**src/design/smx_pkg.sv**
```systemverilog
// shared types and constants for the splitmix seed expander
package smx_pkg;

    localparam int unsigned CFG_IDX_W = 2;

    localparam logic [CFG_IDX_W-1:0] CFG_SEED = 2'd0;
    localparam logic [CFG_IDX_W-1:0] CFG_MODE = 2'd1;

    localparam logic MODE_XORWOW  = 1'b0;
    localparam logic MODE_RANLUX  = 1'b1;

    localparam logic [3:0] LAST_IDX_XORWOW = 4'd2;
    localparam logic [3:0] LAST_IDX_RANLUX = 4'd8;

    localparam logic [1:0] GROUP_ONE = 2'd1;
    localparam logic [1:0] GROUP_TWO = 2'd2;

    localparam logic [63:0] GOLDEN_GAMMA = 64'h9E37_79B9_7F4A_7C15;
    localparam logic [63:0] MIX_MUL_A    = 64'hBF58_476D_1CE4_E5B9;
    localparam logic [63:0] MIX_MUL_B    = 64'h94D0_49BB_1331_11EB;

    typedef struct packed {
        logic        mode;
        logic [31:0] start;
        logic [31:0] event_number;
        logic [31:0] step_number;
    } t_entry;

    typedef struct packed {
        logic        valid;
        logic [3:0]  word_index;
        logic        last_word;
        logic [63:0] st;
    } t_draw;

endpackage

```
**src/design/smx_fifo.sv**
```systemverilog
// two-entry queue between front end and draw sequencer
module smx_fifo
    import smx_pkg::*;
(
    input  logic   i_clk,
    input  logic   i_rst_n,
    input  logic   i_push,
    input  t_entry i_entry,
    input  logic   i_pop,
    output logic   o_full,
    output logic   o_valid,
    output t_entry o_entry
);

    t_entry     r_mem [2];
    logic       r_wp;
    logic       r_rp;
    logic [1:0] r_cnt;
    logic [1:0] n_cnt;

    always_comb begin
        n_cnt = r_cnt;
        if (i_push && !i_pop) begin
            n_cnt = r_cnt + 2'd1;
        end else if (!i_push && i_pop) begin
            n_cnt = r_cnt - 2'd1;
        end
    end

    always_ff @(posedge i_clk) begin
        if (!i_rst_n) begin
            r_wp  <= 1'b0;
            r_rp  <= 1'b0;
            r_cnt <= 2'd0;
        end else begin
            r_cnt <= n_cnt;
            if (i_push) begin
                r_wp <= !r_wp;
            end
            if (i_pop) begin
                r_rp <= !r_rp;
            end
        end
    end

    always_ff @(posedge i_clk) begin
        if (i_push) begin
            r_mem[r_wp] <= i_entry;
        end
    end

    assign o_full  = (r_cnt == 2'd2);
    assign o_valid = (r_cnt != 2'd0);
    assign o_entry = r_mem[r_rp];

endmodule

```
**config.mk**
```make
export PLATFORM = sky130hd
export DESIGN_NAME = smx_fifo
export DESIGN_NICKNAME = d
export VERILOG_FILES = /design/src/design/smx_pkg.sv /design/src/design/smx_fifo.sv
export SDC_FILE = /design/constraint.sdc
export NUM_CORES = 1
export LEC_CHECK = 0
export BUFFER_PORTS_ARGS = -buffer_cell sky130_fd_sc_hd__buf_2
export CORE_MARGIN = 2
export CORE_UTILIZATION = 52
export CTS_CLUSTER_SIZE = 10
export DETAILED_ROUTE_END_ITERATION = 10
export PLACE_DENSITY_LB_ADDON = 0.3
export SKIP_CTS_REPAIR_TIMING = 1
export SLEW_MARGIN = 20
export SYNTH_ARGS = -nofsm -noshare
export SYNTH_HDL_FRONTEND = slang
export SYNTH_SLANG_ARGS = --single-unit
```
**constraint.sdc**
```tcl
create_clock -name i_clk -period 8 [get_ports i_clk]
set_input_delay 1.2 -clock i_clk [delete_from_list [all_inputs] [get_ports i_clk]]
set_output_delay 1.2 -clock i_clk [all_outputs]
set_load 0.03 [all_outputs]
```
=== Word-level counts from Yosys, hierarchy flattened ===
Memories as Yosys holds them, arrays and structs flattened. A register that Yosys moved wholly into a read port is not among the register bits.
Cells that the tools add are included.

* Memories kept: 1
* Output and inout bits: 99
* Bits in registers: 4
* Input port bits: 101
* Word-level logic and storage cells: 21
* Memory bits (writable): 194

* $add $sub $neg: 2
* Reductions and logical operators: 8
* Equal/unequal tests: 1
* Multiplexer cells: 6

{| class="wikitable"
|+ Memory list
! memory !! depth !! width !! read ports !! clocked after Yosys merged registers in !! write ports !! line !! text
|-
| r_mem || 2 || 97 || 1 || 1 || 1 || smx_fifo.sv:15 || <nowiki>t_entry r_mem [2];</nowiki>
|}

{| class="wikitable"
|+ Operators by type and width
! operator !! number
|-
| $logic_not 1->1 || 4
|-
| $mux 1 || 4
|-
| $mux 2 || 2
|-
| $reduce_bool 2->1 || 2
|-
| $add 2x1->2 const B || 1
|-
| $eq 2x2->1 const B || 1
|-
| $logic_and 1x1->1 || 2
|-
| $sub 2x1->2 const B || 1
|}

=== Depth between registers and ports, before layout ===
* Depth in word-level cells: 4
* Mapped depth: 5
* Gate-level depth less buffers: 5

=== Least setup slack after synthesis ===
Ideal clock, no wire load.

* Path kind: in2reg
* From: in i_push
* To: mem r_mem[0][0] (netlist name), enable pin
* Data arrival time: 5.455 ns
* Slack: 1.979 ns
* Buffers on the path: 0
* Data required time: 7.434 ns
* Setup time: 0.566 ns
* Cell stages on the path: 1
* Cell sequence: nor2b_1

* Longest elaborated chain between the ends: 2

{| class="wikitable"
|+ RTL lines
! element !! line !! text
|-
| from (decl) || smx_fifo.sv:7 || <nowiki>input logic i_push,</nowiki>
|-
| $mux 1 || smx_fifo.sv:47 || <nowiki>if (i_push) begin</nowiki>
|-
| $mux 1 (implied by the code) || smx_fifo.sv:48 || <nowiki>r_mem[r_wp] <= i_entry;</nowiki>
|-
| to (decl) || smx_fifo.sv:15 ||
|}

No other way between the ends.

==> run metrics <==
Max VDD drop=0.165 mV; Netlist cell types=17; Max-cap violations=0; DR pass1 iterations=4; Floorplan Core Area=13,800 µm²; skew final=5.68 ps; clock buffer depth=2; DR vias/cell=5.07; drt drc=0; worst-path cell chain=buf_4, mux2_2, buf_2; Slew HR=0.376; Cell Area, Synth=7340 µm²; final instance area=9050 µm²; worst min-delay path class=flip-flop to flip-flop; Critical Path RT=6800 ps; Num CTS Buffers=17; wire per inst=17.6 µm; sequential area share after synthesis=0.808; port bufs=199; placed inst area=8510 µm²; EDFF count, synth=194; min cycle time layout=3770 ps; Post-DRT Antenna Nets=0; PD cells=257 nW/µm²; Cell Rows=43; Max Freq=265 MHz; unrepaired setup endpoints after global routing=no; dpl hpwl=8.42 mm; Total Die Area=15,100 µm²; Starting Density=0.531; Top FF cell, synth=edfxtp_1; run status=completed; largest cells by area after synthesis=edfxtp_1 (79%), mux2_2 (10%), mux2_4 (6.1%); Finished Layout Cells=725; area share of the largest cell type after synthesis=0.794; H-tree lvl count=4; first-pass GRT wire length=18.9 mm; fin nets=637; CP Max Fanout=54; Die W=123 µm; clk slew on worst S/H paths=60 ps; gr ovfl total=0; count leader, synth=edfxtp_1; delay-heaviest family, CP=buffers and inverters; Synth-to-Final Area Change=23.4%; initial antenna violation count=1; vias in the first global route=3,726; final worst path period share=0.472; Lkg Pwr=0.00346 µW; CTS tree=yes; ant diodes=0; synth cell count leaders=edfxtp_1 (194), mux2_2 (67), mux2_4 (30); Syn. warnings=0; CP arrival=2570 ps; Avg Cell Area, Syn=22.6 µm²; Net Count, Synth=426; Hold Vio Cnt, Final=0; Bufs and invs on worst path=2; final slew viol count=0; Post-Route Setup TNS=0 ps; final design utilization=0.655; Synth area leader=edfxtp_1; Mapped Cells=324; worst slew pin tran=936 ps; Die Y=123 µm; I/O pin cnt=200; CTS Sinks=199; largest net degree at the start of global routing=71; GP Congestion=0.755; share of layout cells above drive strength 1=0.602; drt initial violations=387; slowest CP cell=buf_4; via count=3,678; Clock Latency Late Sink=420 ps; crit path kind=flip-flop to primary output; #FFs+latches synth=199; CP peak stage delay=780 ps; Inst Count DP=696; startpoint types=flip-flop; final wirelength=12.8 mm; ys async rst share=0; CTS Root Cell=clkbuf_16; All-Layer GR Usage=0.170; crit path capture type=primary output; endpoints failing setup=0
==> worst reg2reg max path, cell delays in order (launching register included) <==
cell	delay, ps
dfxtp_1	390
and2_4	410
buf_4	800
==> cell usage in the layout, fill, tap and decap left out, types with 3 or more instances in the layout <==
cell type,count
clkinv_1,4
mux2_4,30
buf_4,4
clkinvlp_4,3
dfxtp_1,4
edfxtp_1,194
buf_2,199
clkbuf_16,17
and2_1,3
mux2_2,67
==> flip-flops by register name (all words and copies together), names as in the netlist, named ones only <==
register  count
r_rp          1
r_mem       194
r_wp          1
r_cnt         2
==> kinds of logic (layout without fill, tap and decap cells) <==
| family | after synthesis | count (layout) | synth area share |
|---|---|---|---|
| fa+ha+maj | 1 | 1 | 0.00171 |
| flops | 199 | 199 | 0.808 |
| buf+inv | 12 | 233 | 0.0123 |
| mux | 97 | 97 | 0.164 |
| compound gates | 3 | 3 | 0.00273 |
| xor+xnor | 3 | 3 | 0.00358 |
| simple gates | 9 | 9 | 0.00768 |
==> report_power, final <==
| group | internal, µW | switching [µW] |
|---|---|---|
| clock | 450 | 337 |
| sequential | 1200 | 22.1 |
| combinational | 119 | 193 |
| total | 1770 | 552 |
==> layer usage <==
metal  part of all wire  vias up  GRT usage
met2               0.48      151      0.271
li1                   -     1702          -
met4              0.018        2     0.0776
met3              0.096       19     0.0641
met5            0.00063        -          0
met1               0.40     1804      0.206
==> layout make-up <==
type	count	area, µm²
inverter	1	3.75
clock inverter	11	111
fill	967	4770
clock buffer	18	429
multi-input combinational	113	1330
timing repair buffer	203	1030
sequential	199	5930
tap	180	225
==> through the flow <==
stage | power (µW) | hold slack, ps | setup slack (ps)
finish | 2330 | 569 | 4230
global route | 2410 | 590 | 4060
CTS | 2350 | 569 | 4160
detailed placement | 1560 | 555 | 4630
global placement | 1560 | 472 | 4670
floorplan | 1470 | 461 | 1980
==> worst paths after layout <==
check / from / end / slack [ps] / depth (start not counted)
setup / recovery: flip-flop / o_entry[5] / 4230 / 3
hold / removal: r_cnt[1] / r_cnt[1] / 570 / 2
setup reg to reg: r_wp / r_mem[1][35] / 5970 / 2
hold reg to reg: r_cnt[1] / r_cnt[1] / 570 / 2
No activity file was read; power rests on OpenSTA's default activity.
