<file path="src/design/smx_pkg.sv">
// shared types and constants for the splitmix seed expander
package smx_pkg;

    localparam int unsigned CFG_IDX_W = 2;

    localparam logic [CFG_IDX_W-1:0] CFG_SEED = 2'd0;
    localparam logic [CFG_IDX_W-1:0] CFG_MODE = 2'd1;

    localparam logic MODE_XORWOW  = 1'b0;
    localparam logic MODE_RANLUX  = 1'b1;

    localparam logic [3:0] LAST_IDX_XORWOW = 4'd2;
    localparam logic [3:0] LAST_IDX_RANLUX = 4'd8;

    localparam logic [1:0] GROUP_ONE = 2'd1;
    localparam logic [1:0] GROUP_TWO = 2'd2;

    localparam logic [63:0] GOLDEN_GAMMA = 64'h9E37_79B9_7F4A_7C15;
    localparam logic [63:0] MIX_MUL_A    = 64'hBF58_476D_1CE4_E5B9;
    localparam logic [63:0] MIX_MUL_B    = 64'h94D0_49BB_1331_11EB;

    typedef struct packed {
        logic        mode;
        logic [31:0] start;
        logic [31:0] event_number;
        logic [31:0] step_number;
    } t_entry;

    typedef struct packed {
        logic        valid;
        logic [3:0]  word_index;
        logic        last_word;
        logic [63:0] st;
    } t_draw;

endpackage

</file>
<file path="src/design/smx_seq.sv">
// back end sequencer: steps the splitmix state, one draw per cycle
module smx_seq
    import smx_pkg::*;
(
    input  logic   i_clk,
    input  logic   i_rst_n,
    input  logic   i_q_valid,
    input  t_entry i_q_entry,
    output logic   o_pop,
    output t_draw  o_draw
);

    logic        r_active;
    logic        r_mode;
    logic [1:0]  r_grp;
    logic [1:0]  r_k;
    logic [3:0]  r_idx;
    logic [63:0] r_st;
    logic [31:0] r_event;
    logic [31:0] r_step;

    logic        n_active;
    logic        n_mode;
    logic [1:0]  n_grp;
    logic [1:0]  n_k;
    logic [3:0]  n_idx;
    logic [63:0] n_st;
    logic [31:0] n_event;
    logic [31:0] n_step;

    logic [3:0]  last_idx;
    logic [1:0]  last_k;
    logic        last_draw;
    logic [1:0]  adv_k;
    logic [1:0]  adv_grp;
    logic [63:0] mix;

    assign last_idx  = (r_mode == MODE_RANLUX) ? LAST_IDX_RANLUX : LAST_IDX_XORWOW;
    assign last_k    = (r_mode == MODE_RANLUX) ? 2'd2 : 2'd0;
    assign last_draw = r_active && (r_idx == last_idx);
    assign o_pop     = i_q_valid && (!r_active || last_draw);

    always_comb begin
        adv_k   = r_k + 2'd1;
        adv_grp = r_grp;
        if (r_k == last_k) begin
            adv_k   = 2'd0;
            adv_grp = r_grp + 2'd1;
        end
        mix = '0;
        if (adv_k == 2'd0) begin
            if (adv_grp == GROUP_ONE) begin
                mix = {32'd0, r_event};
            end else if (adv_grp == GROUP_TWO) begin
                mix = {32'd0, r_step};
            end
        end
    end

    always_comb begin
        n_active = r_active;
        n_mode   = r_mode;
        n_grp    = r_grp;
        n_k      = r_k;
        n_idx    = r_idx;
        n_st     = r_st;
        n_event  = r_event;
        n_step   = r_step;
        if (o_pop) begin
            n_active = 1'b1;
            n_mode   = i_q_entry.mode;
            n_grp    = 2'd0;
            n_k      = 2'd0;
            n_idx    = 4'd0;
            n_st     = {32'd0, i_q_entry.start} + GOLDEN_GAMMA;
            n_event  = i_q_entry.event_number;
            n_step   = i_q_entry.step_number;
        end else if (r_active && !last_draw) begin
            n_grp = adv_grp;
            n_k   = adv_k;
            n_idx = r_idx + 4'd1;
            n_st  = (r_st ^ mix) + GOLDEN_GAMMA;
        end else begin
            n_active = 1'b0;
        end
    end

    always_ff @(posedge i_clk) begin
        if (!i_rst_n) begin
            r_active <= 1'b0;
        end else begin
            r_active <= n_active;
        end
    end

    always_ff @(posedge i_clk) begin
        r_mode  <= n_mode;
        r_grp   <= n_grp;
        r_k     <= n_k;
        r_idx   <= n_idx;
        r_st    <= n_st;
        r_event <= n_event;
        r_step  <= n_step;
    end

    assign o_draw.valid      = r_active;
    assign o_draw.word_index = r_idx;
    assign o_draw.last_word  = last_draw;
    assign o_draw.st         = r_st;

endmodule

</file>
<file path="config.mk">
export PLATFORM = sky130hd
export DESIGN_NAME = smx_seq
export DESIGN_NICKNAME = d
export VERILOG_FILES = /design/src/design/smx_pkg.sv /design/src/design/smx_seq.sv
export SDC_FILE = /design/constraint.sdc
export NUM_CORES = 1
export LEC_CHECK = 0
export BUFFER_PORTS_ARGS = -buffer_cell sky130_fd_sc_hd__buf_2
export CELL_PAD_IN_SITES_DETAIL_PLACEMENT = 0
export CELL_PAD_IN_SITES_GLOBAL_PLACEMENT = 1
export CORE_MARGIN = 3
export CORE_UTILIZATION = 39
export DETAILED_ROUTE_END_ITERATION = 8
export HOLD_SLACK_MARGIN = 0.12
export PLACE_DENSITY_LB_ADDON = 0.05
export SLEW_MARGIN = 40
export SYNTH_ARGS = -nofsm -noshare
export SYNTH_HDL_FRONTEND = slang
export SYNTH_SLANG_ARGS = --single-unit
</file>
<file path="constraint.sdc">
create_clock -name i_clk -period 3.9 [get_ports i_clk]
set_clock_uncertainty 0.1 [all_clocks]
set_input_delay 0.78 -clock i_clk [delete_from_list [all_inputs] [get_ports i_clk]]
set_output_delay 0.78 -clock i_clk [all_outputs]
set_load 0.02 [all_outputs]
</file>
; Yosys cells after proc, flatten, opt, wreduce, memory -nomap -nowiden
; Index checks and enable logic that the tools add are counted.
[op_classes]
n_addsub = 5
n_eq_ne = 5
mux = 11
bitwise = 1
reduce_logical = 8
[op_table]
columns = op, count
row1 = 2-to-1 mux 64 bit, 2
row2 = 2-to-1 mux 32 bit, 3
row3 = "adder 32 x 64 -> 64 bit, second input constant", 1
row4 = "adder 64 bit, second input constant", 1
row5 = XOR 64 bit, 1
row6 = 2-to-1 mux 2 bit, 3
row7 = "adder 2 x 1 -> 2 bit, second input constant", 2
row8 = "adder 4 x 1 -> 4 bit, second input constant", 1
row9 = == test 4 bit, 1
row10 = 2-to-1 mux 4 bit, 1
row11 = logical AND 1 bit, 3
row12 = "== test 2 x 1 -> 1 bit, second input constant", 1
row13 = == test 2 bit, 1
row14 = "== test 2 bit, second input constant", 1
row15 = logical NOT 1 bit, 2
row16 = logical NOT 2 bit, 1
row17 = 2-to-1 mux 1 bit, 2
row18 = "!= test 2 bit, second input constant", 1
row19 = nonzero test 2 bit, 1
row20 = logical OR 1 bit, 1
[word_totals]
ff_bits = 138
in_bits = 100
output_inout_bits = 71
wordCells = 38

; Longest topological paths before layout
; Gate-level depths: netlist of run 1.
[depth]
ltp_word = 11
mapped_depth = 15
mapped_depth_nobuf = 14

; Worst setup path before layout of run 1
; No wires, ideal clock.
[synth_timing]
path_kind = reg-to-output
start = register r_mode
end = output port o_pop
arrival_ns = 3.502
t_required_ns = 3.020
setup_slack_ns = -0.482
stages_incl_launch_ff = 10
path_buffers = 2
path_cell_list = edfxtp_1 buf_2 nand2_1 nor2_1 a21oi_1 or3_1 nand2_1 nand2_1 inv_2 clkbuf_1
[synth_via]
elab_chain_cells = 5
[synth_rtl]
columns = element, line
row1 = start: declaration, smx_seq.sv:14  ; logic r_mode;
row2 = start signal: assignment, smx_seq.sv:97  ; r_mode <= n_mode;
row3 = 2-to-1 mux 4 bit, smx_seq.sv:38  ; assign last_idx = (r_mode == MODE_RANLUX) ? LAST_IDX_RANLUX : LAST_IDX_XORWOW;
row4 = == test 4 bit, smx_seq.sv:40  ; assign last_draw = r_active && (r_idx == last_idx);
row5 = logical AND 1 bit, smx_seq.sv:40
row6 = logical OR 1 bit, smx_seq.sv:41  ; assign o_pop = i_q_valid && (!r_active || last_draw);
row7 = logical AND 1 bit, smx_seq.sv:41
row8 = end: declaration, smx_seq.sv:9  ; output logic o_pop,
; Every way passes these cells.

; Worst setup path after layout of run 1
[layout_timing]
start = register r_k[0]
end = register r_st[60], data pin
[layout_via]
elab_chain_cells = 10
word_cells_on_any_way = 14
classes_between = 2 x add/sub / 3 x eq/ne / 7 x mux / 1 x bitwise / 1 x reduce/logical
[layout_rtl]
columns = element, line
row1 = start: declaration, smx_seq.sv:16  ; logic [1:0] r_k;
row2 = start signal: assignment, smx_seq.sv:99  ; r_k <= n_k;
row3 = == test 2 bit, smx_seq.sv:46  ; if (r_k == last_k) begin
row4 = 2-to-1 mux 2 bit, smx_seq.sv:46
row5 = == test 2 bit, smx_seq.sv:54  ; end else if (adv_grp == GROUP_TWO) begin
row6 = 2-to-1 mux 32 bit, smx_seq.sv:54
row7 = 2-to-1 mux 32 bit, smx_seq.sv:52  ; if (adv_grp == GROUP_ONE) begin
row8 = 2-to-1 mux 32 bit (*), smx_seq.sv:51  ; if (adv_k == 2'd0) begin
row9 = XOR 64 bit (*), smx_seq.sv:82  ; n_st = (r_st ^ mix) + GOLDEN_GAMMA;
row10 = adder 64 bit (*), smx_seq.sv:82
row11 = 2-to-1 mux 64 bit (*), smx_seq.sv:78  ; end else if (r_active && !last_draw) begin
row12 = 2-to-1 mux 64 bit (*), smx_seq.sv:69  ; if (o_pop) begin
row13 = end signal: assignment, smx_seq.sv:101  ; r_st <= n_st;
row14 = end: declaration, smx_seq.sv:18  ; logic [63:0] r_st;
; Every way passes the cells marked *; elsewhere a longest branch is shown, timed or not. The select of a mux whose other input is x is not followed.
; A chain may end at the register's enable or synchronous reset.

==> metrics, run 1 <==
synthesis warning total 0; #FFs+latches synth 138; clk_lat worst skew 0.43 ns; Sink Count between 100 and 150; depth of the CTS H-tree 4; DRT Pass-1 Iters 4; GP Congestion 0.862; PnR Total Power around 7.8 mW; maximum clock path buffer count 2; Pwr per Cell Area 700 nW/um2; Place WS -0.0674 ns; final hold vios 0; Register Area 4060 um2; Die W between 150 and 200 um; reg2reg start r_k[0]; CTS root buffer clkbuf_16; Post-synth EDFFs roughly 130; share of cells above drive strength 1 0.324; commonest non-fill, non-tap cell in the layout buf_2; DRT iter0 DRCs 499; gr ovfl total 0; crit-path max FO 11; Area Growth Syn to Fin 31.2%; Arr. time, crit path 3.90 ns; Reg clk slew, reported paths 0.06 ns; Antenna Nets Post-Route 0; register area share after synthesis 0.475; initial antenna violation count 1; post-route core utilization 0.526; Fill cells 2023; drt total wl between 20000 and 30000 um; pins over their slew limit 0; sink of the worst hold path r_idx[3]; Synth area leader edfxtp_1; critical path class reg2reg; number of global-route vias before repair 7444; largest net degree at the start of global routing 66; Req. time, crit path 3.97 ns; RSZ-0062 raised after global routing true; GRT Total Usage 0.215; Worst-Margin Slew 0.675 ns; Buffers on Ports 170; Hold Crit Start r_idx[3]; via/cell ratio 5.38; dpl hpwl 19000 um; Die Ht around 150 um; core area between 20000 and 25000 um2; die area 23700 um2; commonest cells after routing, fill and taps aside buf_2 (171), edfxtp_1 (129), buf_4 (101), nand2_1 (83), nor2_1 (80); Worst Hold Class reg2reg; Startpoint Class flip-flop; final setup margin 0.0718 ns; Synth area leaders edfxtp_1 (45%), xnor2_1 (4.6%), o21ai_0 (3.9%); ys async rst share 0; # DRC 0; fmax between 200 and 300 MHz; Synth Instances 872; worst vdd ir 0.315 mV; distinct cell type count after synthesis 84; Slew headroom 0.550; Final setup viols 0; DR WL/cell 18.2 um; run status finished clean; Top-Level Pins 171; crit end category flip-flop; Avg Inst Size Synth 9.78 um2; detailed-route via count 7653; Final min period 3.83 ns; Min-Delay Path Depth 1; P_leak 4.34 nW; Multi-input gate area 4430 um2; R2R cell count 12; Starting Density 0.401; flop-to-flop setup slack 0.07 ns; CTS tree built; # hold bufs at CTS 0; FP Rows 53; main flop type after synthesis edfxtp_1; Final period util 0.982; first-pass GRT wire length 40500 um; Max-cap violations 0; Post-Syn Nets 975; Hold Slack 0.418 ns; Nets around 1200; reg-to-reg endpoint r_st[60]; ANT cells 0; Synth top area share 0.454; Synth Cell Area 8530 um2; Num CTS Buffers 17
critical path, stage by stage (launching register included):
cell	delay, ns
dfxtp_4	0.36
or4_4	0.53
a31oi_4	0.24
buf_6	0.20
nand2_1	0.08
and3b_2	0.22
buf_4	0.13
or2_4	0.25
or4_4	0.55
o2111ai_4	0.32
nand4_1	0.21
a221oi_2	0.29
nand2_1	0.08
what timing repair did:
item | in CTS | in global routing
gates resized for setup | 3 | 48
pin swaps | 0 | 21
setup buffers | 1 | 13
endpoints found under the setup margin | 8 | 39
cloned | 0 | 1
where the power goes:
part | switching, mW | internal (mW)
clock network | 0.669 | 0.940
logic | 2.12 | 1.72
registers | 0.325 | 2.06
total | 3.12 | 4.72
layout make-up:
| type | instances | area share |
|---|---|---|
| timing repair buffer | 278 | 0.152 |
| clock buffer | 17 | 0.0380 |
| inverter | 22 | 0.00760 |
| tap | 275 | 0.0307 |
| sequential | 138 | 0.363 |
| multi-input combinational | 678 | 0.396 |
| clock inverter | 14 | 0.0132 |
per-stage QoR:
step / area, um2 / setup TNS (ns) / cells
floorplan: 8530 / 0 / 872
global placement: 10300 / -0.0256 / 1376
detailed placement: 10300 / -0.124 / 1376
CTS: 10900 / 0 / 1408
global route: 11200 / -0.344 / 1422
finish: 11200 / 0 / 1422
synth_stat cells (8+ instances only):
cell type / n
a211oi_1: 12
o31ai_1: 10
nor2_1: 80
o21a_1: 9
a31oi_1: 8
edfxtp_1: 129
xnor2_1: 45
inv_1: 21
and3_1: 16
o211ai_1: 10
a21boi_0: 10
dfxtp_1: 9
a21oi_1: 65
clkbuf_1: 23
xor2_1: 31
or3_1: 19
nor3_1: 24
nand2_1: 85
o21ai_0: 66
nand3_1: 18
or2_2: 11
and2_1: 17
nand4_1: 12
and3b_1: 10
routing by layer:
layer  vias to the layer above  part of all wire  track usage
met1                      3631              0.48        0.314
li1                       3813                 -            -
met3                        12             0.054       0.0422
met2                       195              0.46        0.334
met4                         2            0.0074       0.0454
met5                         -           0.00050            0
kinds of logic after synthesis:
family          Yosys count  share of synthesized area
buf+inv                  56                     0.0274
simple gates            331                      0.200
xor+xnor                 77                     0.0799
mux                       5                    0.00601
compound gates          262                      0.207
flops                   138                      0.475
fa+ha+maj                 3                    0.00440
how the worst max path moves through the flow:
stage,cells after the start,endpoint,start
CTS,13,r_st[56],r_grp[1]
detailed placement,16,r_st[56],r_k[0]
finish,12,r_st[60],r_k[0]
global placement,12,r_st[63],r_grp[1]
global route,14,r_st[49],r_mode
floorplan,15,r_st[46],r_mode
state kept, by name (all words and copies together) (netlist names):
name / cells
r_event: 32
r_active: 1
r_mode: 1
r_k: 2
r_idx: 4
r_st: 64
r_grp: 2
r_step: 32
No activity file was read; power rests on OpenSTA's default activity.
==> run 2: changes to the inputs <==
--- a/config.mk
+++ b/config.mk
@@ -5,14 +5,16 @@
 export SDC_FILE = /design/constraint.sdc
 export NUM_CORES = 1
 export LEC_CHECK = 0
+export ABC_AREA = 0
 export BUFFER_PORTS_ARGS = -buffer_cell sky130_fd_sc_hd__buf_2
+export CAP_MARGIN = 20
 export CELL_PAD_IN_SITES_DETAIL_PLACEMENT = 0
 export CELL_PAD_IN_SITES_GLOBAL_PLACEMENT = 1
 export CORE_MARGIN = 3
 export CORE_UTILIZATION = 39
 export DETAILED_ROUTE_END_ITERATION = 8
 export HOLD_SLACK_MARGIN = 0.12
-export PLACE_DENSITY_LB_ADDON = 0.05
+export PLACE_DENSITY = 0.83
 export SLEW_MARGIN = 40
 export SYNTH_ARGS = -nofsm -noshare
 export SYNTH_HDL_FRONTEND = slang
==> run 2 against run 1 <==
- clock-buffer cell count rose by 4
- routed wire length rose by 0.83%
- clock power rose by 16%
- critical path depth rose by 3
- combinational power rose by 2%
- via count rose by 1.8%
- maximum frequency fell by 1.7%
- global-route usage fell by 0.45 points
- sequential share of layout area fell by 0.45 points
- setup slack got worse by 0.066 ns
- core utilization rose by 0.61 points
- non-clock buffer count fell by 12
- largest power group unchanged
==> metrics, run 2 (synthesized netlist as in run 1, its figures left out) <==
Final period util 0.998 (+0.0168); # hold bufs at CTS 0 (unchanged); Internal 4.99 mW (+5.7%); crit-path max FO 6 (-5); # DRC 0 (unchanged); flop-to-flop setup slack 0.006 ns (-0.07 ns); core area 21300 um2 (unchanged); DRT iter0 DRCs 560 (+12%); Arr. time, crit path 3.96 ns (+0.06 ns); clock network power share 0.229 (+0.024); reg2reg start r_mode; clk_lat worst skew 0.43 ns (about the same); Flop pwr share 0.292 (-0.013); Max-cap violations 0 (unchanged); Num CTS Buffers 17 (unchanged); Nets 1226 (-0.97%); run status finished clean; number of global-route vias before repair 7373 (-0.95%); reg-to-reg endpoint r_st[51]; largest net degree at the start of global routing 66 (unchanged); ANT cells 0 (unchanged); CTS tree built; P_leak 4.34 nW (+0.11%); critical path class reg2reg; drt total wl 26100 um (+0.83%); pins over their slew limit 0 (unchanged); commonest non-fill, non-tap cell in the layout buf_2; Worst Hold Class in2reg; Req. time, crit path 3.97 ns (about the same); final hold vios 0 (unchanged); die area 23700 um2 (unchanged); GP Congestion 0.853 (-1.1%); RSZ-0062 raised after global routing true; Psw 3.16 mW (+1.2%); Sink Count 138 (unchanged); Top-Level Pins 171 (unchanged); PnR Total Power 8.14 mW (+3.9%); GRT Total Usage 0.211 (-0.00453); maximum clock path buffer count 2 (unchanged); commonest cells after routing, fill and taps aside buf_2 (170), edfxtp_1 (129), buf_4 (87), nand2_1 (81), nor2_1 (78); Reg clk slew, reported paths 0.07 ns (about the same); most flop-heavy register r_st; Buffers on Ports 170 (unchanged); Startpoint Class flip-flop; share of cells above drive strength 1 0.337 (+0.0128); Starting Density 0.401 (unchanged); top flop regs r_st: 64 flops, r_event: 32 flops, r_step: 32 flops; DRT Pass-1 Iters 6 (+2); R2R cell count 15 (+3); Final setup viols 0 (unchanged); setup_tns 0 ns (unchanged); Die Ht 154 um (unchanged); sink of the worst hold path r_step[30]; Comb pwr share 0.480 (-0.010); initial antenna violation count 5 (+4); Area Growth Syn to Fin 32.7%; fmax 257 MHz (-1.7%); max reg flops 64 (unchanged); first-pass GRT wire length 39700 um (-1.9%); via/cell ratio 5.52 (+2.6%); Worst-Margin Slew 0.674 ns (-0.00138 ns); Fill cells 1927 (-4.7%); detailed-route via count 7789 (+1.8%); Hold Crit Start i_q_entry[30]; CTS root buffer clkbuf_16; worst vdd ir 0.334 mV (+6.3%); Pwr per Cell Area 719 nW/um2 (+2.7%); Final min period 3.89 ns (+0.0657 ns); depth of the CTS H-tree 4 (unchanged); FP Rows 53 (unchanged); family with the most delay on the worst path simple AND/OR/NAND/NOR gates; DR WL/cell 18.5 um (+1.6%); dpl hpwl 18700 um (-1.3%); Die W 154 um (unchanged); crit end category flip-flop; Antenna Nets Post-Route 0 (unchanged); crit-path max cell delay 0.57 ns (+0.02 ns); Slew headroom 0.551 (+0.000923); Worst path slowest cell or4_4; CP cell instances or4_4 > a31oi_4 > buf_6 > buf_6 > nand2_2 > nand3b_1 > nand4_1 > or3_4 > o31ai_4 > a311oi_2 > buf_4 > o211ai_1 > buf_4 > xnor2_1 > nor2_1; sw frac 0.388 (-0.0103); Buf/Inv on CP 4 (+2); Min-Delay Path Depth 1 (unchanged); gr ovfl total 0 (unchanged)
run 2: worst max-delay path by stage:
stage / start / endpoint / slack, ns / depth (start not counted)
3_5_place_dp: r_grp[0] / r_st[51] / -0.02 / 13
5_1_grt: r_mode / r_st[60] / -0.15 / 16
6_report: r_mode / r_st[51] / 0.006 / 15
3_3_place_gp: r_k[0] / r_st[63] / 0.004 / 15
4_1_cts: r_k[0] / r_st[56] / -0.008 / 15
2_1_floorplan: r_mode / r_st[46] / 0.03 / 15
run 2: cell type report:
cell class / instances / area (um2) / area share
Multi-Input combinational cell: 678 / 4540 / 0.401
Sequential cell: 138 / 4060 / 0.358
Clock buffer: 21 / 480 / 0.0424
Inverter: 22 / 85.1 / 0.00752
Timing Repair Buffer: 266 / 1620 / 0.143
Clock inverter: 11 / 190 / 0.0168
Tap cell: 275 / 344 / 0.0304
run 2: repair_timing:
action,CTS,global route
buffers inserted,1,18
resized for setup,5,73
endpoints found under the setup margin,8,36
pin swaps,4,33
run 2: layer usage:
| metal | vias to the layer above | share of wire | GRT usage |
|---|---|---|---|
| met5 | - | 0.0025 | 0 |
| met4 | 10 | 0.017 | 0.0534 |
| met3 | 41 | 0.067 | 0.0546 |
| met2 | 251 | 0.47 | 0.333 |
| met1 | 3705 | 0.44 | 0.291 |
| li1 | 3782 | - | - |
run 2: worst register-to-register path, stage by stage, from the launching register on:
cell      delay, ns
edfxtp_1       0.43
or4_4          0.57
a31oi_4        0.22
buf_6          0.16
buf_6          0.13
nand2_2        0.06
nand3b_1       0.09
nand4_1        0.17
or3_4          0.45
o31ai_4        0.31
a311oi_2       0.13
buf_4          0.18
o211ai_1       0.29
buf_4          0.17
xnor2_1        0.10
nor2_1         0.05
run 2: power by group through the flow:
stage                     combinational (mW)  sequential, mW  clock [mW]
after floorplan                         1.94            2.60           0
after global placement                  3.45            2.39           0
after detailed placement                3.47            2.39           0
after CTS                               3.52            2.37        1.89
after global routing                    4.24            2.42        1.95
final                                   3.91            2.37        1.86
run 2: per-stage QoR:
stage / instance area (um2) / hold slack, ns / setup slack (ns) / std cells / utilization
6_report: 11300 / 0.418 / 0.00611 / 1411 / 0.532
5_1_grt: 11300 / 0.398 / -0.150 / 1411 / 0.532
4_1_cts: 10900 / 0.397 / -0.00768 / 1394 / 0.512
3_5_place_dp: 10200 / 0.432 / -0.0192 / 1361 / 0.479
3_3_place_gp: 10200 / 0.425 / 0.00386 / 1361 / 0.479
2_1_floorplan: 8530 / 0.389 / 0.0298 / 872 / -
